**config.mk**
```make
export PLATFORM = sky130hd
export DESIGN_NAME = ifd_back
export DESIGN_NICKNAME = d
export VERILOG_FILES = /design/src/ifd_pkg.sv /design/src/ifd_back.sv
export SDC_FILE = /design/constraint.sdc
export NUM_CORES = 1
export LEC_CHECK = 0
export BUFFER_PORTS_ARGS = -buffer_cell sky130_fd_sc_hd__buf_4
export CAP_MARGIN = 20
export CORE_UTILIZATION = 56
export DETAILED_ROUTE_END_ITERATION = 12
export PLACE_DENSITY = 0.86
export RECOVER_POWER = 50
export SYNTH_ARGS = -nofsm -noshare
export SYNTH_HDL_FRONTEND = slang
export SYNTH_SLANG_ARGS = --single-unit
```
**constraint.sdc**
```tcl
create_clock -name clk_i -period 7.74 [get_ports clk_i]
set_clock_uncertainty 0.15 [all_clocks]
set_input_delay 0 -clock clk_i [delete_from_list [all_inputs] [get_ports clk_i]]
set_output_delay 0 -clock clk_i [all_outputs]
set_load 0.005 [all_outputs]
```
**src/ifd_pkg.sv**
```systemverilog
// Shared types and constants for the IMU fall detector.
// No dependencies; every other file of the block imports this package.
package ifd_pkg;

  localparam int unsigned LvlW     = 15;  // acceleration and spin levels
  localparam int unsigned MsW      = 16;  // window and wait in ms
  localparam int unsigned TimeW    = 32;  // timestamp
  localparam int unsigned AxisW    = 16;  // one sensor axis
  localparam int unsigned AxisSqW  = 31;  // square of one axis, at most 2^30
  localparam int unsigned MagW     = 32;  // sum of three squares, below 2^32
  localparam int unsigned ThrSqW   = 2 * LvlW;
  localparam int unsigned CfgIdxW  = 3;
  localparam int unsigned CfgDataW = 16;
  localparam int unsigned PhaseW   = 2;

  localparam int unsigned QDepth   = 4;
  localparam int unsigned QAddrW   = $clog2(QDepth);
  localparam int unsigned QCntW    = $clog2(QDepth + 1);

  localparam logic [LvlW-1:0] FreeFallLevelRst   = 15'd2048;
  localparam logic [LvlW-1:0] ImpactLevelRst     = 15'd10240;
  localparam logic [LvlW-1:0] ImpactSpinLevelRst = 15'd2400;
  localparam logic [LvlW-1:0] RestSpinLevelRst   = 15'd240;
  localparam logic [LvlW-1:0] RestAccelLowRst    = 15'd3277;
  localparam logic [LvlW-1:0] RestAccelHighRst   = 15'd4915;
  localparam logic [MsW-1:0]  FreeFallWindowRst  = 16'd500;
  localparam logic [MsW-1:0]  SettleWaitRst      = 16'd1000;

  typedef enum logic [CfgIdxW-1:0] {
    CfgFreeFallLevel   = 3'd0,
    CfgImpactLevel     = 3'd1,
    CfgImpactSpinLevel = 3'd2,
    CfgRestSpinLevel   = 3'd3,
    CfgRestAccelLow    = 3'd4,
    CfgRestAccelHigh   = 3'd5,
    CfgFreeFallWindow  = 3'd6,
    CfgSettleWait      = 3'd7
  } cfg_idx_e;

  typedef struct packed {
    logic [LvlW-1:0] free_fall_level;
    logic [LvlW-1:0] impact_level;
    logic [LvlW-1:0] impact_spin_level;
    logic [LvlW-1:0] rest_spin_level;
    logic [LvlW-1:0] rest_accel_low;
    logic [LvlW-1:0] rest_accel_high;
    logic [MsW-1:0]  free_fall_window_ms;
    logic [MsW-1:0]  settle_wait_ms;
  } cfg_t;

  // Classified sample as it travels from the front end to the phase tracker.
  typedef struct packed {
    logic [TimeW-1:0] time_ms;
    logic             ff_low;      // below the free-fall level
    logic             impact_hit;  // strong jolt with rotation
    logic             rest_ok;     // still and near 1 g
  } cls_t;

endpackage

```
**src/ifd_back.sv**
```systemverilog
// Phase tracker: walks idle, free fall and impact on classified samples and
// holds the result register. Depends on ifd_pkg.
module ifd_back (
  input  logic                        clk_i,
  input  logic                        rst_ni,
  input  ifd_pkg::cfg_t               cfg_i,
  input  logic                        head_valid_i,
  input  ifd_pkg::cls_t               head_i,
  output logic                        pop_o,
  output logic                        out_valid_o,
  input  logic                        out_stall_i,
  output logic                        fall_confirmed_o,
  output logic [ifd_pkg::PhaseW-1:0]  phase_o
);
  import ifd_pkg::*;

  typedef enum logic [PhaseW-1:0] {
    PhIdle     = 2'd0,
    PhFreeFall = 2'd1,
    PhImpact   = 2'd2
  } phase_e;

  phase_e           phase_q, phase_d;
  logic [TimeW-1:0] start_q, start_d;
  logic             out_valid_q;
  logic             fall_q, fall_d;
  logic [TimeW-1:0] elapsed;

  assign pop_o   = head_valid_i && (!out_valid_q || !out_stall_i);
  assign elapsed = head_i.time_ms - start_q;

  always_comb begin
    phase_d = phase_q;
    start_d = start_q;
    fall_d  = 1'b0;
    case (phase_q)
      PhFreeFall: begin
        if (elapsed > TimeW'(cfg_i.free_fall_window_ms)) begin
          phase_d = PhIdle;
        end else if (head_i.impact_hit) begin
          phase_d = PhImpact;
          start_d = head_i.time_ms;
        end
      end
      PhImpact: begin
        if (elapsed > TimeW'(cfg_i.settle_wait_ms)) begin
          fall_d  = head_i.rest_ok;
          phase_d = PhIdle;
        end
      end
      default: begin
        if (head_i.ff_low) begin
          phase_d = PhFreeFall;
          start_d = head_i.time_ms;
        end else begin
          phase_d = PhIdle;
        end
      end
    endcase
  end

  always_ff @(posedge clk_i or negedge rst_ni) begin
    if (!rst_ni) begin
      phase_q     <= PhIdle;
      start_q     <= '0;
      out_valid_q <= 1'b0;
      fall_q      <= 1'b0;
    end else begin
      if (pop_o) begin
        phase_q     <= phase_d;
        start_q     <= start_d;
        fall_q      <= fall_d;
        out_valid_q <= 1'b1;
      end else if (!out_stall_i) begin
        out_valid_q <= 1'b0;
      end
    end
  end

  assign out_valid_o      = out_valid_q;
  assign fall_confirmed_o = fall_q;
  assign phase_o          = phase_q;

`ifndef SYNTH
  a_fall_ends_idle: assert property (@(posedge clk_i) disable iff (!rst_ni)
    out_valid_q && fall_q |-> phase_q == PhIdle)
    else $error("fall reported outside idle phase");

  a_impact_from_freefall: assert property (@(posedge clk_i) disable iff (!rst_ni)
    pop_o && phase_d == PhImpact && phase_q != PhImpact |-> phase_q == PhFreeFall)
    else $error("impact entered without free fall");
`endif

endmodule

```
# ---- Yosys cells after proc, flatten, opt, wreduce, memory -nomap -nowiden
# Cells that the tools add are included.
dict set report totals {
  reg_bits 36
  rom_bits 0
  mem_count 0
  word_cells 35
  input_bits 161
  latch_bits 0
  ramBits 0
}
dict set report op_classes {
  bitwise_logic 1
  div_mod_pow 0
  eq_ne 7
  n_shift 0
  addsub 1
  n_lt_le_gt_ge 2
  reduce_logical 7
  mux 13
  mul 0
}
# cell count
set ops {}
lappend ops {{2-to-1 mux 32 bit} 3}
lappend ops {{greater-than comparator 32 x 16 -> 1 bit} 2}
lappend ops {{case mux 32 bit (2 select lines)} 1}
lappend ops {{subtractor 32 bit} 1}
lappend ops {{inequality test 2 bit, second input constant} 4}
lappend ops {{2-to-1 mux 2 bit} 3}
lappend ops {{2-to-1 mux 1 bit} 5}
lappend ops {{AND reduction 5 bit} 1}
lappend ops {{case mux 2 bit (2 select lines)} 1}
lappend ops {{inequality test 3 bit, second input constant} 1}
lappend ops {{AND reduction 3 bit} 1}
lappend ops {{== test 2 x 1 -> 1 bit, second input constant} 1}
lappend ops {{== test 2 bit, second input constant} 1}
lappend ops {{zero test 1 bit} 2}
lappend ops {{nonzero test 2 bit} 1}
lappend ops {{logical AND 1 bit} 1}
lappend ops {{logical OR 1 bit} 1}
lappend ops {{inverter 1 bit} 1}

# ---- Logic depth before layout (Yosys ltp)
dict set report logic_depth {
  depth_word 4
  depth_mapped 20
  depth_no_buf 20
}

# ---- Least setup slack after synthesis
# Ideal clock, no wire load.
dict set report synth_path {
  path_type {register to register}
  from {reg start_q[0]}
  to {reg start_q[0]}
  stages_incl_launch_ff 18
  slack_ps 3768
  arrival_ps 3697
  path_cell_list {dfrtp_1 -> ha_1 -> fa_1 -> nand2b_1 -> a21oi_2 -> nor2_1 -> nor2_1 -> a31oi_1 -> xnor2_1 -> ha_1 -> and4_1 -> a221o_1 -> nand2_1 -> o311a_1 -> o21ai_0 -> o31a_4 -> buf_12 -> mux2_4}
}
dict set report synth_via {
  elab_chain_cells 4
}
# element line
set synth_rtl {}
lappend synth_rtl {{start: declaration} ifd_back.sv:24} ;# logic [TimeW-1:0] start_q, start_d;
lappend synth_rtl {{start signal: assignment} ifd_back.sv:71} ;# start_q <= start_d;
lappend synth_rtl {{subtractor 32 bit} ifd_back.sv:30} ;# assign elapsed = head_i.time_ms - start_q;
lappend synth_rtl {{greater-than comparator 32 x 16 -> 1 bit} ifd_back.sv:38} ;# if (elapsed > TimeW'(cfg_i.free_fall_window_ms)) begin
lappend synth_rtl {{inequality test 2 bit (no line)} -}
lappend synth_rtl {{AND reduction 5 bit (no line)} -}
# Every way passes these cells.
# A chain may end at the register's enable or synchronous reset.

# ---- Worst setup path after layout
dict set report layout_path {
  from {reg start_q[0]}
  to {reg phase_q[0], in the netlist phase_o[0]}
}
dict set report layout_via {
  elab_chain_cells 4
}
# element line
set layout_rtl {}
lappend layout_rtl {{subtractor 32 bit *} ifd_back.sv:30}
lappend layout_rtl {{greater-than comparator 32 x 16 -> 1 bit (on tied branches)} {ifd_back.sv:38, ifd_back.sv:46}}
lappend layout_rtl {{inequality test 3 bit (no line), or another cell as far along} -}
lappend layout_rtl {{AND reduction 3 bit (no line) / case mux 2 bit (2 select lines) (equally long branches)} -}
lappend layout_rtl {{end signal: assignment} ifd_back.sv:64} ;# phase_q <= PhIdle;
lappend layout_rtl {{end signal: assignment} ifd_back.sv:70} ;# phase_q <= phase_d;
lappend layout_rtl {{end: declaration} ifd_back.sv:23} ;# phase_e phase_q, phase_d;
# Every way passes the cells marked *; elsewhere a longest branch is shown, timed or not.

==> out/results.md <==
| Item | Value |
| --- | --- |
| Max cap viols | 1 |
| Leakage Power | 2.91 nW |
| Synthesis-to-layout area growth | 22.5% |
| Worst Path Max Fanout | 3 |
| Routed via count divided by cell count | 5.92 |
| Unrepaired setup endpoints after global routing | false |
| Post-DRT Antenna Nets | 0 |
| Routed len/inst | 16.6 um |
| RePlAce Congestion | 0.925 |
| Met2 WL | 6130 um |
| Post-synthesis cell count | 554 |
| Comb power frac | 0.766 |
| Synthesized-area fraction occupied by ao, oa, aoi and oai cells | 0.247 |
| Largest cells by area after synthesis | sky130_fd_sc_hd__dfrtp_1 (19%), sky130_fd_sc_hd__ha_1 (17%), sky130_fd_sc_hd__mux2_4 (9.3%), sky130_fd_sc_hd__inv_1 (5.9%), sky130_fd_sc_hd__a21oi_1 (5.2%) |
| Initial core utilization | 0.574 |
| Routed length on met1 | 5800 um |
| Arithmetic-cell share of the synthesized area counting full adders, half adders and majority gates | 0.178 |
| Width of the die | 93.6 um |
| Final worst path period share | 0.619 |
| Violations in the final reports | capacitance limit, slew limit |
| HPWL Detailed | 9710 um |
| Detailed-routed wire length on met3 | 600 um |
| CTS tree | done |
| CP startpoint kind | register |
| Overall fraction of global-route tracks in use | 0.298 |
| Setup violators final | 0 |
| Area enclosed by the die boundary | 8750 um2 |
| Seq/Total Area, Yosys | 0.192 |
| Core Box Area | 8180 um2 |
| Data arrival time of the worst path | 4.83 ns |
| Share of the core filled with cells | 0.704 |
| Clock-pin slew of the registers on the worst-case setup and hold paths | 0.09 ns |
| Router iterations before antenna repair | 5 |
| Total Power | 1.97 mW |
| Part of the total power dissipated in the clock network | 0.079 |
| Worst VDD drop | 0.191 mV |
| Number of global-route vias before repair | 4537 |
| Placed cell count | 721 |
| Standard-cell rows | 33 |
| Required time of the critical path | 7.78 ns |
| Synthesized-area fraction occupied by xor and xnor cells | 0.0317 |
| Peak Freq | 209 MHz |
| Number of distinct standard cells referenced by the synthesized netlist | 69 |
| Highest metal layer with signal wires | met4 |
| Min-delay worst type | in -> reg |
| Worst Setup End Kind | register |
| Dominant cell type by area after synthesis | sky130_fd_sc_hd__dfrtp_1 |
| Maximum clock insertion buffer count | 2 |
| Areal power density over the cells | 342 nW/um2 |
| Net switching power figure | 980 uW |
| Count of instances resized after the clock tree is built | 0 |
| Sequential Power Share | 0.155 |
| IO Pins | 166 |
| Detailed-route via count | 4554 |
| Combinational family with the most area after synthesis | compound AO/OA/AOI/OAI gates |
| Largest net degree at the start of global routing | 37 |
| Inserted Diodes | 0 |
| Post-CTS Hold Fix Bufs | 40 |
| Result of the run | finished, violations left |
| Quantity of I/O buffers inserted on ports | 75 |
| Count of clock tree sinks | 36 |
| Count of flip-flops with a built-in enable after synthesis | 0 |
| DRC violation count after routing | 0 |
| Total negative slack for setup checks | 0 ns |
| Number of nets in the synthesized netlist | 781 |
| Post-synthesis sequential element count | 36 |
| Number of buffers created by CTS | 5 |
| Net total in the final layout | 890 |
| Int Power | 987 uW |
| Warning count from the yosys run | 0 |
| Tightest Pin Transition | 2.10 ns |
| Time the final worst path needs with I/O delays and setup | 4.79 ns |
| Vertical extent of the die | 93.6 um |
| Number of setup buffers added after CTS | 0 |
| CTS H-Tree Depth | 2 |
| DRT Wirelength | 12800 um |
| Post-synth ARST share | 1.00 |
| Mapped Avg Cell Area | 8.47 um2 |
| Switching part of the total power | 0.498 |
| Synthesized area | 4690 um2 |
| Number of antenna violations at the first check in global routing | 0 |
| Commonest register cell after synthesis | sky130_fd_sc_hd__dfrtp_1 |
| Setup CP Type | reg -> reg |
| Simple-Gate Fraction of Synth Area | 0.157 |
| Detailed Route Iter0 Violations | 268 |
| CTS root buffer | sky130_fd_sc_hd__clkbuf_8 |
| Global-route wire length before repair | 20700 um |
| Sum of overflow across all layers after global routing | 0 |
| Latest clock arrival within the worst-skew pair | 0.30 ns |
| Max-slew violation total from the final report | 37 |
| Hold slack | 0.109 ns |
| Proportion of layout cells with a drive suffix above 1 | 0.205 |
| Multiplexer share of the synthesized area | 0.108 |
| Remaining max-slew budget at the tightest pin | -0.397 |
| Share of the synthesized area in the top cell type | 0.192 |
| Number of standard cells in the final layout excluding fillers | 769 |
| Hold violation total from the final report | 0 |
-- worst max-delay path: stages (launching register included) --
cell	delay [ns]
sky130_fd_sc_hd__dfrtp_1	0.40
sky130_fd_sc_hd__ha_1	0.24
sky130_fd_sc_hd__fa_1	0.42
sky130_fd_sc_hd__nand2b_1	0.20
sky130_fd_sc_hd__a21oi_2	0.21
sky130_fd_sc_hd__nor2_1	0.11
sky130_fd_sc_hd__nor2_1	0.12
sky130_fd_sc_hd__a31oi_1	0.12
sky130_fd_sc_hd__xnor2_1	0.26
sky130_fd_sc_hd__ha_1	0.30
sky130_fd_sc_hd__and4_1	0.23
sky130_fd_sc_hd__a221o_1	0.31
sky130_fd_sc_hd__nand2_1	0.07
sky130_fd_sc_hd__o311a_1	0.17
sky130_fd_sc_hd__o21ai_0	0.16
sky130_fd_sc_hd__or2_2	0.34
sky130_fd_sc_hd__a32oi_1	0.23
sky130_fd_sc_hd__nand2_1	0.08
sky130_fd_sc_hd__dlygate4sd3_1	0.56
-- cell families (layout without fill, tap and decap cells) --
kind of cell	Yosys count	in the layout
XOR/XNOR	17	17
multiplexers	36	36
AO/OA/AOI/OAI	167	167
flip-flops	36	36
adder cells (fa/ha/maj)	66	66
buffers and inverters	87	197
AND/OR/NAND/NOR	145	145
-- Yosys cell counts (3+ instances only) --
master,number
sky130_fd_sc_hd__inv_1,74
sky130_fd_sc_hd__ha_1,65
sky130_fd_sc_hd__a21oi_1,49
sky130_fd_sc_hd__nand2_1,46
sky130_fd_sc_hd__dfrtp_1,36
sky130_fd_sc_hd__mux2_4,29
sky130_fd_sc_hd__o21ai_0,27
sky130_fd_sc_hd__nor2_1,26
sky130_fd_sc_hd__a21o_1,13
sky130_fd_sc_hd__nand3_1,13
sky130_fd_sc_hd__nor3_1,13
sky130_fd_sc_hd__o21a_1,12
sky130_fd_sc_hd__xnor2_1,11
sky130_fd_sc_hd__nand4_1,9
sky130_fd_sc_hd__nand2b_1,8
sky130_fd_sc_hd__o211ai_1,8
sky130_fd_sc_hd__o21ai_1,8
sky130_fd_sc_hd__xor2_1,6
sky130_fd_sc_hd__a211oi_1,5
sky130_fd_sc_hd__a21oi_2,5
sky130_fd_sc_hd__and4_1,5
sky130_fd_sc_hd__mux2i_1,5
sky130_fd_sc_hd__a31oi_1,4
sky130_fd_sc_hd__and3_1,4
sky130_fd_sc_hd__nor4_1,4
sky130_fd_sc_hd__a21boi_0,3
sky130_fd_sc_hd__buf_12,3
sky130_fd_sc_hd__buf_2,3
sky130_fd_sc_hd__buf_6,3
sky130_fd_sc_hd__o21bai_1,3
sky130_fd_sc_hd__or2_2,3
-- layout by cell type, fill, tap and decap left out, types with 12 or more instances in the layout --
cell	count
sky130_fd_sc_hd__nor2_1	26
sky130_fd_sc_hd__inv_1	74
sky130_fd_sc_hd__mux2_4	29
sky130_fd_sc_hd__nand3_1	13
sky130_fd_sc_hd__ha_1	65
sky130_fd_sc_hd__dlygate4sd3_1	40
sky130_fd_sc_hd__nor3_1	13
sky130_fd_sc_hd__o21ai_0	27
sky130_fd_sc_hd__dfrtp_1	36
sky130_fd_sc_hd__nand2_1	46
sky130_fd_sc_hd__a21oi_1	49
sky130_fd_sc_hd__a21o_1	13
sky130_fd_sc_hd__o21a_1	12
sky130_fd_sc_hd__buf_4	72
-- layout make-up --
type                       count  area, um2
clock inverter                 2       15.0
fill                         650       2420
timing repair buffer         115        960
sequential                    36        901
multi-input combinational    431       3380
tap                          105        131
clock buffer                   6       82.6
inverter                      74        278
-- per-layer routing --
metal / up-vias / global-route usage
met5: - / 0
met4: 0 / 0.0872
met3: 34 / 0.0293
met2: 177 / 0.528
met1: 2125 / 0.383
li1: 2218 / -
-- sequential cells by signal, indices dropped and copies added, names as in the netlist --
register / cells
fall_confirmed_o: 1
start_q: 32
out_valid_o: 1
phase_o: 2
-- metrics by stage --
step	area [um2]	setup WS [ns]
after detailed placement	5260	3.10
final	5750	2.95
after global routing	5750	2.69
after global placement	5260	3.22
after CTS	5760	2.99
after floorplan	4690	3.77
-- final timing paths --
kind,startpoint,endpoint,slack [ns],cells after the start
worst max-delay path,start_q[0],phase_o[0],2.95,18
min in group asynchronous,rst_ni,start_q[22],0.69,2
worst max register to register,start_q[0],phase_o[0],2.95,18
max in group asynchronous,rst_ni,start_q[8],5.56,2
worst min register to register,start_q[2],start_q[2],0.37,1
worst min-delay path,out_stall_i,phase_o[1],0.11,5
-- power groups by stage --
stage	logic (mW)	clock network [mW]	registers (mW)
finish	1.51	0.156	0.305
global route	1.67	0.165	0.314
CTS	1.48	0.157	0.304
detailed placement	1.45	0	0.307
global placement	1.39	0	0.302
floorplan	1.15	0	0.294
No activity file was read; power rests on OpenSTA's default activity.
