<file path="config.mk">
export PLATFORM = sky130hd
export DESIGN_NAME = ifd_queue
export DESIGN_NICKNAME = d
export VERILOG_FILES = /design/src/ifd_pkg.sv /design/src/ifd_queue.sv
export SDC_FILE = /design/constraint.sdc
export NUM_CORES = 1
export LEC_CHECK = 0
export ABC_AREA = 1
export CAP_MARGIN = 30
export CORE_MARGIN = 5
export CORE_UTILIZATION = 40
export CTS_BUF_LIST = sky130_fd_sc_hd__clkbuf_8
export CTS_CLUSTER_DIAMETER = 50
export DETAILED_ROUTE_END_ITERATION = 6
export DONT_BUFFER_PORTS = 1
export PLACE_DENSITY = 0.54
export SETUP_SLACK_MARGIN = 0.1
export SLEW_MARGIN = 20
export SYNTH_ARGS = -nofsm -noshare
export SYNTH_HDL_FRONTEND = slang
export SYNTH_SLANG_ARGS = --single-unit
</file>
<file path="constraint.sdc">
create_clock -name clk_i -period 4.4 [get_ports clk_i]
set_clock_uncertainty 0.2 [all_clocks]
set_input_delay 0 -clock clk_i [delete_from_list [all_inputs] [get_ports clk_i]]
set_output_delay 0 -clock clk_i [all_outputs]
set_load 0.05 [all_outputs]
</file>
<file path="src/ifd_pkg.sv">
// Shared types and constants for the IMU fall detector.
// No dependencies; every other file of the block imports this package.
package ifd_pkg;

  localparam int unsigned LvlW     = 15;  // acceleration and spin levels
  localparam int unsigned MsW      = 16;  // window and wait in ms
  localparam int unsigned TimeW    = 32;  // timestamp
  localparam int unsigned AxisW    = 16;  // one sensor axis
  localparam int unsigned AxisSqW  = 31;  // square of one axis, at most 2^30
  localparam int unsigned MagW     = 32;  // sum of three squares, below 2^32
  localparam int unsigned ThrSqW   = 2 * LvlW;
  localparam int unsigned CfgIdxW  = 3;
  localparam int unsigned CfgDataW = 16;
  localparam int unsigned PhaseW   = 2;

  localparam int unsigned QDepth   = 4;
  localparam int unsigned QAddrW   = $clog2(QDepth);
  localparam int unsigned QCntW    = $clog2(QDepth + 1);

  localparam logic [LvlW-1:0] FreeFallLevelRst   = 15'd2048;
  localparam logic [LvlW-1:0] ImpactLevelRst     = 15'd10240;
  localparam logic [LvlW-1:0] ImpactSpinLevelRst = 15'd2400;
  localparam logic [LvlW-1:0] RestSpinLevelRst   = 15'd240;
  localparam logic [LvlW-1:0] RestAccelLowRst    = 15'd3277;
  localparam logic [LvlW-1:0] RestAccelHighRst   = 15'd4915;
  localparam logic [MsW-1:0]  FreeFallWindowRst  = 16'd500;
  localparam logic [MsW-1:0]  SettleWaitRst      = 16'd1000;

  typedef enum logic [CfgIdxW-1:0] {
    CfgFreeFallLevel   = 3'd0,
    CfgImpactLevel     = 3'd1,
    CfgImpactSpinLevel = 3'd2,
    CfgRestSpinLevel   = 3'd3,
    CfgRestAccelLow    = 3'd4,
    CfgRestAccelHigh   = 3'd5,
    CfgFreeFallWindow  = 3'd6,
    CfgSettleWait      = 3'd7
  } cfg_idx_e;

  typedef struct packed {
    logic [LvlW-1:0] free_fall_level;
    logic [LvlW-1:0] impact_level;
    logic [LvlW-1:0] impact_spin_level;
    logic [LvlW-1:0] rest_spin_level;
    logic [LvlW-1:0] rest_accel_low;
    logic [LvlW-1:0] rest_accel_high;
    logic [MsW-1:0]  free_fall_window_ms;
    logic [MsW-1:0]  settle_wait_ms;
  } cfg_t;

  // Classified sample as it travels from the front end to the phase tracker.
  typedef struct packed {
    logic [TimeW-1:0] time_ms;
    logic             ff_low;      // below the free-fall level
    logic             impact_hit;  // strong jolt with rotation
    logic             rest_ok;     // still and near 1 g
  } cls_t;

endpackage

</file>
<file path="src/ifd_queue.sv">
// Short queue of classified samples between the front end and the
// phase tracker. Depends on ifd_pkg.
module ifd_queue (
  input  logic                      clk_i,
  input  logic                      rst_ni,
  input  logic                      push_i,
  input  ifd_pkg::cls_t             push_data_i,
  input  logic                      pop_i,
  output logic                      nonempty_o,
  output ifd_pkg::cls_t             head_o,
  output logic [ifd_pkg::QCntW-1:0] count_o
);
  import ifd_pkg::*;

  cls_t              mem_q [QDepth];
  logic [QAddrW-1:0] wr_ptr_q, rd_ptr_q;
  logic [QCntW-1:0]  count_q, count_d;

  always_comb begin
    count_d = count_q;
    if (push_i && !pop_i) begin
      count_d = count_q + QCntW'(1);
    end else if (pop_i && !push_i) begin
      count_d = count_q - QCntW'(1);
    end
  end

  always_ff @(posedge clk_i or negedge rst_ni) begin
    if (!rst_ni) begin
      wr_ptr_q <= '0;
      rd_ptr_q <= '0;
      count_q  <= '0;
    end else begin
      if (push_i) begin
        wr_ptr_q <= wr_ptr_q + QAddrW'(1);
      end
      if (pop_i) begin
        rd_ptr_q <= rd_ptr_q + QAddrW'(1);
      end
      count_q <= count_d;
    end
  end

  always_ff @(posedge clk_i) begin
    if (push_i) begin
      mem_q[wr_ptr_q] <= push_data_i;
    end
  end

  assign nonempty_o = count_q != '0;
  assign head_o     = mem_q[rd_ptr_q];
  assign count_o    = count_q;

`ifndef SYNTH
  a_no_overflow: assert property (@(posedge clk_i) disable iff (!rst_ni)
    push_i && !pop_i |-> count_q < QCntW'(QDepth))
    else $error("queue written while full");

  a_no_underflow: assert property (@(posedge clk_i) disable iff (!rst_ni)
    pop_i |-> count_q != '0)
    else $error("queue read while empty");
`endif

endmodule

</file>
### After elaboration in Yosys (flattened, before gate mapping)

Memories as Yosys holds them, arrays and structs flattened.
Cells that the tools add are included.

| storage, ports and cells | value |
|---|---|
| register bits after elaboration | 7 |
| input port bits | 39 |
| logic and storage cells | 18 |
| RAM bits | 140 |
| memories | 1 |

Memory list:

| memory | depth | bits a word | read ports | clocked after memory_dff | write ports | RTL line | source |
|---|---|---|---|---|---|---|---|
| mem_q | 4 | 35 | 1 | 0 | 1 | ifd_queue.sv:15 | `cls_t mem_q [QDepth];` |

| cells by class | value |
|---|---|
| reductions and logical operators | 6 |
| add/sub/neg operators | 4 |
| mux-type cells | 4 |

Operators by type and width:

| kind | number |
|---|---|
| $mux W3 | 2 |
| $add A2 B1 Y2 const B | 2 |
| $add A3 B1 Y3 const B | 1 |
| $reduce_bool A3 Y1 | 1 |
| $sub A3 B1 Y3 const B | 1 |
| $logic_and A1 B1 Y1 | 2 |
| $logic_not A1 Y1 | 2 |
| $mux W1 | 2 |
| $reduce_bool A2 Y1 | 1 |

### Logic depth before layout (Yosys ltp)

Gate-level depths: netlist (run 1).

| depth | value |
|---|---|
| depth after elaboration | 4 |
| gate-level depth with buffers | 9 |
| depth with buffers taken out | 9 |

### Worst setup path after synthesis (run 1)

OpenSTA, ideal clock, no wires.

| timing | value |
|---|---|
| path type | reg-to-reg |
| start point | register wr_ptr_q[0] |
| end point | memory mem_q[2][0] (netlist bit) (enable) |
| slack | 2.448 ns |
| stages on the path, launching flop included | 5 |
| data required time | 3.810 ns |
| period minus slack after synthesis | 1.952 ns |
| setup time | 0.390 ns |
| data arrival time | 1.363 ns |
| path through | dfrtp_1 inv_1 ha_1 nand2_1 inv_1 |

RTL lines:

| what | RTL line | source |
|---|---|---|
| from (decl) | ifd_queue.sv:16 | `logic [QAddrW-1:0] wr_ptr_q, rd_ptr_q;` |
| from (signal assigned) | ifd_queue.sv:35 | `wr_ptr_q <= wr_ptr_q + QAddrW'(1);` |
| to (decl) | ifd_queue.sv:15 |  |

No word-level cell before the write port.

==> results.md, run 1 <==
- Diodes inserted: 0
- Crit-path cells: buf_4, o211ai_1, nand2_1
- TritonRoute pass-1 iters: 4
- Max-slew headroom: 39.6%
- Pre-CTS WS: 2030 ps
- Yosys warning count: 0
- Reg2reg start: wr_ptr_q[0]$_DFFE_PN0P_
- #FFs+latches synth: 147
- CTS Sinks: 147
- Hold WS: 42.6 ps
- Crit-path leading delay family: flip-flops
- Cells after synthesis: 456
- Drt wl/cell: 16.3 um
- Hold path endpoint: mem_q[2][34]$_DFFE_PP_
- Die W: 132 um
- Antenna violations before repair: 0
- First-pass GRT wire length: 17900 um
- CP startpoint: rd_ptr_q[0]$_DFFE_PN0P_
- Synthesis-to-finish area growth: 17.2%
- Cell count after placement: 618
- R2r worst-path depth: 4
- # rows: 44
- Fin crit share: 53.5%
- Core area: 14600 sq um
- CP peak stage delay: 730 ps
- Max Freq: 0.425 GHz
- Root buf cell: clkbuf_8
- Kind of start point of the critical path: flop
- Total CTS buffers: 17
- Fin nets: 541
- Initial Utilization: 40.9%
- Die area: 17500 sq um
- Outcome: finished, final reports clean
- H-tree depth: 4
- Pin count of the biggest net entering global routing: 114
- Final Instance Count excl. Fillers: 693
- Total track usage: 13.3%
- Total Power: 5.38 mW
- Max Cap Violations: 0
- R2R Setup Slk: 2440 ps
- # setup viols final: 0
- Post-synthesis sequential area ratio: 73.0%
- Library cells used by synthesis: 19
- Layout cell share with drive strength beyond 1: 8.45%
- Final ANT Viol Nets: 0
- DRT iter0 DRCs: 202
- Worst hold path depth: 2
- Unrepaired setup endpoints after global routing: false
- Worst hold path startpoint: push_i
- Mapped cell area: 6000 sq um
- CP Buf/Inv Count: 1
- Worst hold path type: input port to flop
- Ports: 78
- Wirelength, routed: 11300 um
- Clk_lat worst skew: 430 ps
- Syn avg cell area: 13.1 sq um
- Worst EP required: 4200 ps
- Reg2reg end: mem_q[2][8]$_DFFE_PP_
- Worst slew pin tran: 904 ps
- Crit path DAT: 2150 ps
- GP Congestion: 0.714
- Kind of critical path: flop to output port
- Fillers: 1268
- CTS tree: built
- Minimum clock period: 2350 ps
- Die H: 132 um
- Clock transition at path regs: 80 ps
- Clock Tree Buf Depth: 2
- Vias per inst: 4.79
- Mapped Nets: 501
- Final Hold Viols: 0
- Grt ovf: 0
- Residual DRC count: 0
- VDD IR max: 0.517 mV
- HPWL after DPL: 6160 um
- P_leak: 2.74 nW
- Final WS setup: 2050 ps
- Pins Over Slew Limit: 0
- Vias in the first global route: 3330
- Slowest stage cell on the critical path: dfrtp_4
- Crit-path max FO: 45
- Element type at the critical path end: output port
- PwrDens: 766 nW/um^2
- Setup tns final: 0 ps
- Routed vias: 3318
- Port Buffers: 0
==> final cells by class <==
cell class	instances	area, sq um	share of cell area, %
clock inverters	13	239	3.40
repair buffers	45	483	6.87
multi-input cells	203	1120	15.9
inverters	82	308	4.38
clock buffers	19	262	3.72
flip-flops and latches	147	4380	62.4
well taps	184	230	3.28
==> kinds of logic (layout without fill, tap and decap cells) <==
logic type | after synthesis | in the layout | share of synthesized area (%)
AOI/OAI and AO/OA | 71 | 71 | 9.01
buffers and inverters | 106 | 159 | 8.28
xor gates and xnor gates | 4 | 4 | 0.584
and+or+nand+nor | 122 | 122 | 7.70
adders and majority gates | 6 | 6 | 1.38
DFF | 147 | 147 | 73.0
==> synthesized netlist by cell type <==
library cell	n	area, sq um
nand4_1	1	6.26
nor2_1	1	3.75
nand2_1	119	447
fa_1	1	20.0
nand3_1	1	5.00
xnor2_1	1	8.76
o211ai_1	68	510
inv_1	81	304
buf_2	10	50.1
buf_4	3	22.5
o211ai_2	2	25.0
buf_6	10	113
edfxtp_1	140	4200
inv_2	1	3.75
dfrtp_1	7	175
o21ai_0	1	5.00
xor2_1	3	26.3
ha_1	5	62.6
clkbuf_1	1	3.75
==> cell usage in the layout, fill, tap and decap left out, types with 2 or more instances in the layout <==
cell / Yosys / layout
inv_1: 81 / 80
edfxtp_1: 140 / 140
clkinv_2: 0 / 2
dfrtp_1: 7 / 5
buf_4: 3 / 2
dlygate4sd3_1: 0 / 40
o211ai_1: 68 / 68
buf_12: 0 / 2
xor2_1: 3 / 3
bufinv_16: 0 / 7
o211ai_2: 2 / 2
ha_1: 5 / 5
nand2_1: 119 / 119
inv_2: 1 / 5
clkbuf_8: 0 / 19
==> sequential cells by signal, indices dropped and copies added (netlist names) <==
signal	count
wr_ptr_q	2
mem_q	140
rd_ptr_q	2
count_o	3
==> report_power, final <==
group	internal [mW]	switching, mW
combinational	0.373	1.68
sequential	1.84	0.191
clock	0.812	0.484
total	3.02	2.36
==> routing by layer <==
metal  wire length [um]  vias up  track usage, %
met5                  0        -               0
met4                206        0            5.83
met3                610       15            4.86
met2               5580       71            22.3
met1               4880     1587            15.5
li1                   -     1645               -
==> metrics by stage <==
| stage | util [%] | instance area, sq um |
|---|---|---|
| after global placement | 41.4 | 6060 |
| after CTS | 47.4 | 6950 |
| after global routing | 48.0 | 7030 |
| after floorplan | - | 6000 |
| final | 48.0 | 7030 |
| after detailed placement | 41.4 | 6060 |
==> worst max-delay path by stage <==
stage / endpoint / slack (ps) / cells after the start
final: head_o[23] / 2050 / 3
after global routing: head_o[21] / 1890 / 4
after CTS: head_o[19] / 1540 / 3
after detailed placement: head_o[19] / 2030 / 3
after global placement: head_o[22] / 2090 / 3
after floorplan: mem_q[2][0]$_DFFE_PP_ / 2450 / 4
==> timing repair <==
action | 4_1_cts | 5_1_grt
hold endpoints to repair | 154 | 70
hold buffers | 39 | 1
buffers inserted | 0 | 0
gates resized for setup | 0 | 0
Power figures use the tool's default switching activity.
==> inputs of run 2 (changes only) <==
Settings changed: ABC_AREA 1 to 0.
Clock period 4.4 ns to 2.4 ns, I/O delays scaled along.
==> results.md, run 2 <==
- Outcome: finished, final reports clean (unchanged)
- XOR/XNOR share of the synthesized area: 0.957% (was 0.584%)
- Crit path DAT: 1950 ps (was 2150 ps)
- PwrDens: 1360 nW/um^2 (was 766 nW/um^2)
- Final Hold Viols: 0 (unchanged)
- # rows: 42 (was 44)
- Grt ovf: 0 (unchanged)
- Wirelength, routed: 9840 um (was 11300 um)
- Routed vias: 2326 (was 3318)
- Initial Utilization: 41.2% (was 40.9%)
- FFs w/ async S/R, synth: 4.76% (unchanged)
- Pins Over Slew Limit: 0 (unchanged)
- CP peak stage delay: 700 ps (was 730 ps)
- P_leak: 2.19 nW (was 2.74 nW)
- Area fraction of the dominant cell type after synthesis: 76.5% (was 70.1%)
- Residual DRC count: 0 (unchanged)
- Largest register FFs: 140 (unchanged)
- Post-place instance area: 5760 sq um (was 6060 sq um)
- Total track usage: 13.0% (was 13.3%)
- DRT iter0 DRCs: 163 (was 202)
- Cells after synthesis: 216 (was 456)
- Most frequent cell after synthesis: edfxtp_1 (unchanged)
- Worst hold path startpoint: push_data_i[21] (was push_i)
- EDFF count, synth: 140 (unchanged)
- Multiplexer area fraction after synthesis: 15.0% (was 0%)
- Worst hold path depth: 1 (was 2)
- Core area: 13300 sq um (was 14600 sq um)
- HPWL after DPL: 5940 um (was 6160 um)
- Max Freq: 0.464 GHz
- Final ANT Viol Nets: 0 (unchanged)
- Unrepaired setup endpoints after global routing: false (unchanged)
- Crit-path max FO: 17 (was 45)
- Worst slew pin tran: 587 ps (was 904 ps)
- VDD IR max: 0.736 mV (was 0.517 mV)
- Clk_lat worst skew: 440 ps (was 430 ps)
- Diodes inserted: 0 (unchanged)
- Worst EP required: 2200 ps (was 4200 ps)
- Main combinational cell family by area after synthesis: multiplexers (was compound AO/OA/AOI/OAI gates)
- Reg2reg end: count_o[2]$_DFFE_PN0P_ (was mem_q[2][8]$_DFFE_PP_)
- Clock transition at path regs: 70 ps (was 80 ps)
- # setup viols final: 0 (unchanged)
- Max Cap Violations: 0 (unchanged)
- Pin count of the biggest net entering global routing: 36 (was 114)
- Antenna violations before repair: 0 (unchanged)
- Die H: 127 um (was 132 um)
- TritonRoute pass-1 iters: 4 (unchanged)
- Reg2reg start: count_o[0]$_DFFE_PN0P_ (was wr_ptr_q[0]$_DFFE_PN0P_)
- Minimum clock period: 2150 ps
- GP Congestion: 0.732 (was 0.714)
- R2R Setup Slk: 550 ps (was 2440 ps)
- Crit-path leading delay family: multiplexers (was flip-flops)
- Synth Flop Type: edfxtp_1 (unchanged)
- CTS tree: built (unchanged)
- Kind of critical path: flop to output port (unchanged)
- Fin crit share: 89.7%
- Synthesis-to-finish area growth: 19.8% (was 17.2%)
- Worst hold path type: input port to flop (unchanged)
- #FFs+latches synth: 147 (unchanged)
- CP Buf/Inv Count: 1 (unchanged)
- Post-Synth Simple-Gate Area: 0.774% (was 7.70%)
- Slowest stage cell on the critical path: mux4_2 (was dfrtp_4)
- Syn avg cell area: 25.4 sq um (was 13.1 sq um)
- Total CTS buffers: 17 (unchanged)
- Max-slew headroom: 60.8% (was 39.6%)
- Die W: 127 um (was 132 um)
- Drt wl/cell: 21.2 um (was 16.3 um)
- Layout cell share with drive strength beyond 1: 24.9% (was 8.45%)
- Synth Area in Compound Gates: 0.0911% (was 9.02%)
- Library cells used by synthesis: 18 (was 19)
- Kind of start point of the critical path: flop (unchanged)
- Top reg by flops: mem_q (unchanged)
- Vias per inst: 5.00 (was 4.79)
- Fin nets: 321 (was 541)
- Final Cell Area: 6580 sq um (was 7030 sq um)
- Post-synthesis sequential area ratio: 79.7% (was 73.0%)
- R2r worst-path depth: 4 (unchanged)
- Ports: 78 (unchanged)
- Leading cell type in the layout, fill and taps excluded: edfxtp_1 (unchanged)
- Port Buffers: 0 (unchanged)
- Synth area leaders: edfxtp_1 77%, mux4_2 11%, mux4_1 3.3% (was edfxtp_1 70%, o211ai_1 8.5%, nand2_1 7.4%)
- Vias in the first global route: 2607 (was 3330)
- Element type at the critical path end: output port (unchanged)
- Die area: 16200 sq um (was 17500 sq um)
- H-tree depth: 4 (unchanged)
- Post-synth top cells: 140 x edfxtp_1, 28 x mux4_2, 7 x dfrtp_1, 7 x mux4_1, 5 x ha_1 (was 140 x edfxtp_1, 119 x nand2_1, 81 x inv_1, 68 x o211ai_1)
- CTS Sinks: 147 (unchanged)
- Setup tns final: 0 ps (unchanged)
- Mapped Nets: 261 (was 501)
- Adder-cell share of the synthesized area: 1.50% (was 1.38%)
- Most frequent cells in the layout: 140 x edfxtp_1, 39 x dlygate4sd3_1, 28 x mux4_2 (was 140 x edfxtp_1, 119 x nand2_1, 80 x inv_1)
- Yosys warning count: 0 (unchanged)
- First-pass GRT wire length: 15200 um (was 17900 um)
- Root buf cell: clkbuf_8 (unchanged)
- Hold path endpoint: mem_q[1][21]$_DFFE_PP_ (was mem_q[2][34]$_DFFE_PP_)
- Crit-path cells: buf_12, mux4_2 (was buf_4, o211ai_1, nand2_1)
- Mapped cell area: 5490 sq um (was 6000 sq um)
- Clock Tree Buf Depth: 2 (unchanged)
- Synth area leader: edfxtp_1 (unchanged)
-- run 2: worst max-delay path by stage --
stage,startpoint,end,depth (start not counted)
floorplan,wr_ptr_q[0]$_DFFE_PN0P_,mem_q[2][0]$_DFFE_PP_,3
global placement,count_o[0]$_DFFE_PN0P_,count_o[2]$_DFFE_PN0P_,4
detailed placement,count_o[0]$_DFFE_PN0P_,count_o[2]$_DFFE_PN0P_,4
CTS,rd_ptr_q[0]$_DFFE_PN0P_,head_o[13],2
global route,rd_ptr_q[0]$_DFFE_PN0P_,head_o[14],2
finish,rd_ptr_q[0]$_DFFE_PN0P_,head_o[12],2
-- run 2: timing repair --
item / CTS / global route
gates resized for setup: 1 / 1
endpoints found under the hold margin: 282 / 0
hold buffers: 39 / 0
setup endpoints to repair: 10 / 6
setup buffers: 0 / 0
-- run 2: final cells by class --
cell class                      instances  area [sq um]
Fill cell                            1078          6760
Sequential cell                       147          4380
Multi-Input combinational cell         57          1010
Timing Repair Buffer                   49           519
Clock buffer                           17           234
Tap cell                              176           220
Clock inverter                         15           198
Inverter                                4          15.0
-- run 2: logic make-up after synthesis --
group | Yosys count
compound gates | 1
xor+xnor | 6
fa+ha+maj | 6
buf+inv | 12
flops | 147
mux | 36
simple gates | 8
-- run 2: routing by layer --
metal / GRT usage, % / routed length (um) / vias up
met5: 0 / 0 / -
met4: 4.73 / 118 / 0
met3: 5.93 / 595 / 8
met2: 20.0 / 4800 / 72
met1: 16.4 / 4330 / 1211
li1: - / - / 1035
-- run 2: metrics by stage --
| step | utilization [%] | setup WS [ps] | total power [mW] | hold WS [ps] | std cells |
|---|---|---|---|---|---|
| after floorplan | - | 328 | 6.43 | -496 | 216 |
| after global placement | 43.1 | 594 | 6.87 | -495 | 394 |
| after detailed placement | 43.1 | 558 | 6.93 | -495 | 394 |
| after CTS | 49.3 | 143 | 9.10 | 21.6 | 465 |
| after global routing | 49.3 | 147 | 9.35 | 22.3 | 465 |
| final | 49.3 | 247 | 8.93 | 60.7 | 465 |
-- run 2: power breakdown --
group	switching, mW	internal (mW)	leakage [nW]	total, mW
Combinational	2.26	0.902	0.596	3.17
Clock	0.854	1.21	0.232	2.07
Sequential	0.334	3.37	1.37	3.70
Total	3.45	5.48	2.19	8.93
==> inputs of run 3 (changes only) <==
Settings changed: CORE_UTILIZATION 40 to 30, PLACE_DENSITY 0.54 to 0.44.
==> results.md, run 3 (same netlist as run 2, synthesis figures left out) <==
- Crit-path max FO: 7 (was 17)
- Antenna violations before repair: 0 (unchanged)
- Wirelength, routed: 10300 um (was 9840 um)
- Combinational power share: 37.7% (was 35.5%)
- Vias per inst: 4.46 (was 5.00)
- Total Power: 8.83 mW (was 8.93 mW)
- Kind of critical path: flop to output port (unchanged)
- Fin crit share: 87.2% (was 89.7%)
- GP Congestion: 0.658 (was 0.732)
- CTS tree: built (unchanged)
- Reg power frac: 41.1% (was 41.4%)
- Internal power: 5.34 mW (was 5.48 mW)
- # rows: 49 (was 42)
- Drt wl/cell: 19.7 um (was 21.2 um)
- Final ANT Viol Nets: 0 (unchanged)
- Total track usage: 10.3% (was 13.0%)
- Worst EP required: 2200 ps (about the same)
- Metal2 WL: 5080 um (was 4800 um)
- R2r worst-path depth: 4 (unchanged)
- Crit-path cells: buf_12, mux4_1 (was buf_12, mux4_2)
- Final Hold Viols: 0 (unchanged)
- Routed vias: 2321 (was 2326)
- Crit path DAT: 1890 ps (was 1950 ps)
- Hold path endpoint: mem_q[1][21]$_DFFE_PP_ (unchanged)
- Reg2reg end: count_o[2]$_DFFE_PN0P_ (unchanged)
- Clock transition at path regs: 80 ps (was 70 ps)
- Vias in the first global route: 2683 (was 2607)
- CTS Sinks: 147 (unchanged)
- Total CTS buffers: 17 (unchanged)
- Top reg by flops: mem_q (unchanged)
- Most frequent cells in the layout: 140 x edfxtp_1, 39 x dlygate4sd3_1, 28 x mux4_2 (unchanged)
- Leading cell type in the layout, fill and taps excluded: edfxtp_1 (unchanged)
- Switching part of the total: 39.6% (was 38.6%)
- Unrepaired setup endpoints after global routing: false (unchanged)
- Final core occ: 36.9% (was 49.3%)
- CP peak stage delay: 830 ps (was 700 ps)
- Layout cell share with drive strength beyond 1: 25.1% (was 24.9%)
- R2R Setup Slk: 570 ps (was 550 ps)
- Fillers: 1691 (was 1078)
- Largest register FFs: 140 (unchanged)
- Outcome: finished, final reports clean (unchanged)
- Clock Tree Buf Depth: 2 (unchanged)
- Element type at the critical path end: output port (unchanged)
- VDD IR max: 0.552 mV (was 0.736 mV)
- PwrDens: 1330 nW/um^2 (was 1360 nW/um^2)
- Residual DRC count: 0 (unchanged)
- Diodes inserted: 0 (unchanged)
- CP Buf/Inv Count: 1 (unchanged)
- Worst slew pin tran: 563 ps (was 587 ps)
- Grt ovf: 0 (unchanged)
- Max-slew headroom: 62.5% (was 60.8%)
- H-tree depth: 4 (unchanged)
- Worst hold path depth: 1 (unchanged)
- Pin count of the biggest net entering global routing: 36 (unchanged)
- # setup viols final: 0 (unchanged)
- Max Freq: 0.478 GHz (was 0.464 GHz)
- P_leak: 2.18 nW (was 2.19 nW)
- Port Buffers: 0 (unchanged)
- Slowest stage cell on the critical path: mux4_1 (was mux4_2)
- Reg2reg start: count_o[1]$_DFFE_PN0P_ (was count_o[0]$_DFFE_PN0P_)
- Synthesis-to-finish area growth: 21.0% (was 19.8%)
- Area of the multi-input gates: 1010 sq um (unchanged)
- Minimum clock period: 2090 ps (was 2150 ps)
- Max Cap Violations: 0 (unchanged)
- Core area: 18000 sq um (was 13300 sq um)
- Fin nets: 324 (was 321)
- Uppermost layer routed: met4 (unchanged)
- Crit-path leading delay family: multiplexers (unchanged)
- Ports: 78 (unchanged)
- DR WL met3: 639 um (was 595 um)
- First-pass GRT wire length: 16300 um (was 15200 um)
- Met1 WL: 4410 um (was 4330 um)
- Hold WS: 80.4 ps (was 60.7 ps)
- Die area: 21100 sq um (was 16200 sq um)
- Worst hold path type: input port to flop (unchanged)
- Clk_lat worst skew: 420 ps (was 440 ps)
- Register Area: 4380 sq um (unchanged)
- Clock power share: 21.2% (was 23.1%)
- Die W: 145 um (was 127 um)
- HPWL after DPL: 6130 um (was 5940 um)
- Setup tns final: 0 ps (unchanged)
- Kind of start point of the critical path: flop (unchanged)
- Root buf cell: clkbuf_8 (unchanged)
- DRT iter0 DRCs: 125 (was 163)
- Initial Utilization: 30.5% (was 41.2%)
- TritonRoute pass-1 iters: 4 (unchanged)
- Worst hold path startpoint: push_data_i[21] (unchanged)
- Die H: 145 um (was 127 um)
- NetSw: 3.49 mW (was 3.45 mW)
- Pins Over Slew Limit: 0 (unchanged)
run 3: cell count changes in the layout (fill, tap and decap cells not counted), sizes merged:
cell and change:
buf +3, bufinv -2, clkinv -2, clkinvlp +3
run 3: timing repair:
action                                  4_1_cts  5_1_grt
buffers inserted                              0        4
endpoints found under the setup margin       21        3
resized for setup                             1        0
endpoints found under the hold margin       265        0
hold buffers                                 39        0
run 3: power by group through the flow:
| stage | clock network (mW) | registers, mW | logic (mW) |
|---|---|---|---|
| floorplan | 0 | 3.61 | 2.82 |
| global placement | 0 | 3.71 | 3.24 |
| detailed placement | 0 | 3.73 | 3.24 |
| CTS | 1.93 | 3.67 | 3.32 |
| global route | 2.06 | 3.68 | 3.52 |
| finish | 1.87 | 3.63 | 3.33 |
run 3: final cells by class:
type | instances | area share [%]
clock inverters | 14 | 2.24
well taps | 229 | 4.31
flip-flops and latches | 147 | 66.0
inverters | 4 | 0.226
multi-input cells | 57 | 15.3
clock buffers | 17 | 3.52
repair buffers | 52 | 8.47
run 3: worst max-delay path by stage:
stage | startpoint | to | slack [ps] | cells past startpoint
6_report | rd_ptr_q[0]$_DFFE_PN0P_ | head_o[28] | 310 | 2
5_1_grt | rd_ptr_q[0]$_DFFE_PN0P_ | head_o[17] | 200 | 2
4_1_cts | rd_ptr_q[0]$_DFFE_PN0P_ | head_o[17] | 140 | 2
3_5_place_dp | rd_ptr_q[0]$_DFFE_PN0P_ | head_o[17] | 550 | 2
3_3_place_gp | rd_ptr_q[0]$_DFFE_PN0P_ | head_o[17] | 570 | 2
2_1_floorplan | wr_ptr_q[0]$_DFFE_PN0P_ | mem_q[2][0]$_DFFE_PP_ | 330 | 3
run 3: layer usage:
layer  up-vias  global-route usage (%)
met5         -                       0
met4         0                    3.08
met3        12                    4.55
met2        66                    16.5
met1      1208                    12.7
li1       1035                       -
run 3: through the flow:
step,instances,setup slack [ps],area [sq um]
after global routing,520,201,6650
after global placement,446,572,5830
after CTS,516,137,6600
final,520,307,6650
after floorplan,216,328,5490
after detailed placement,446,554,5830
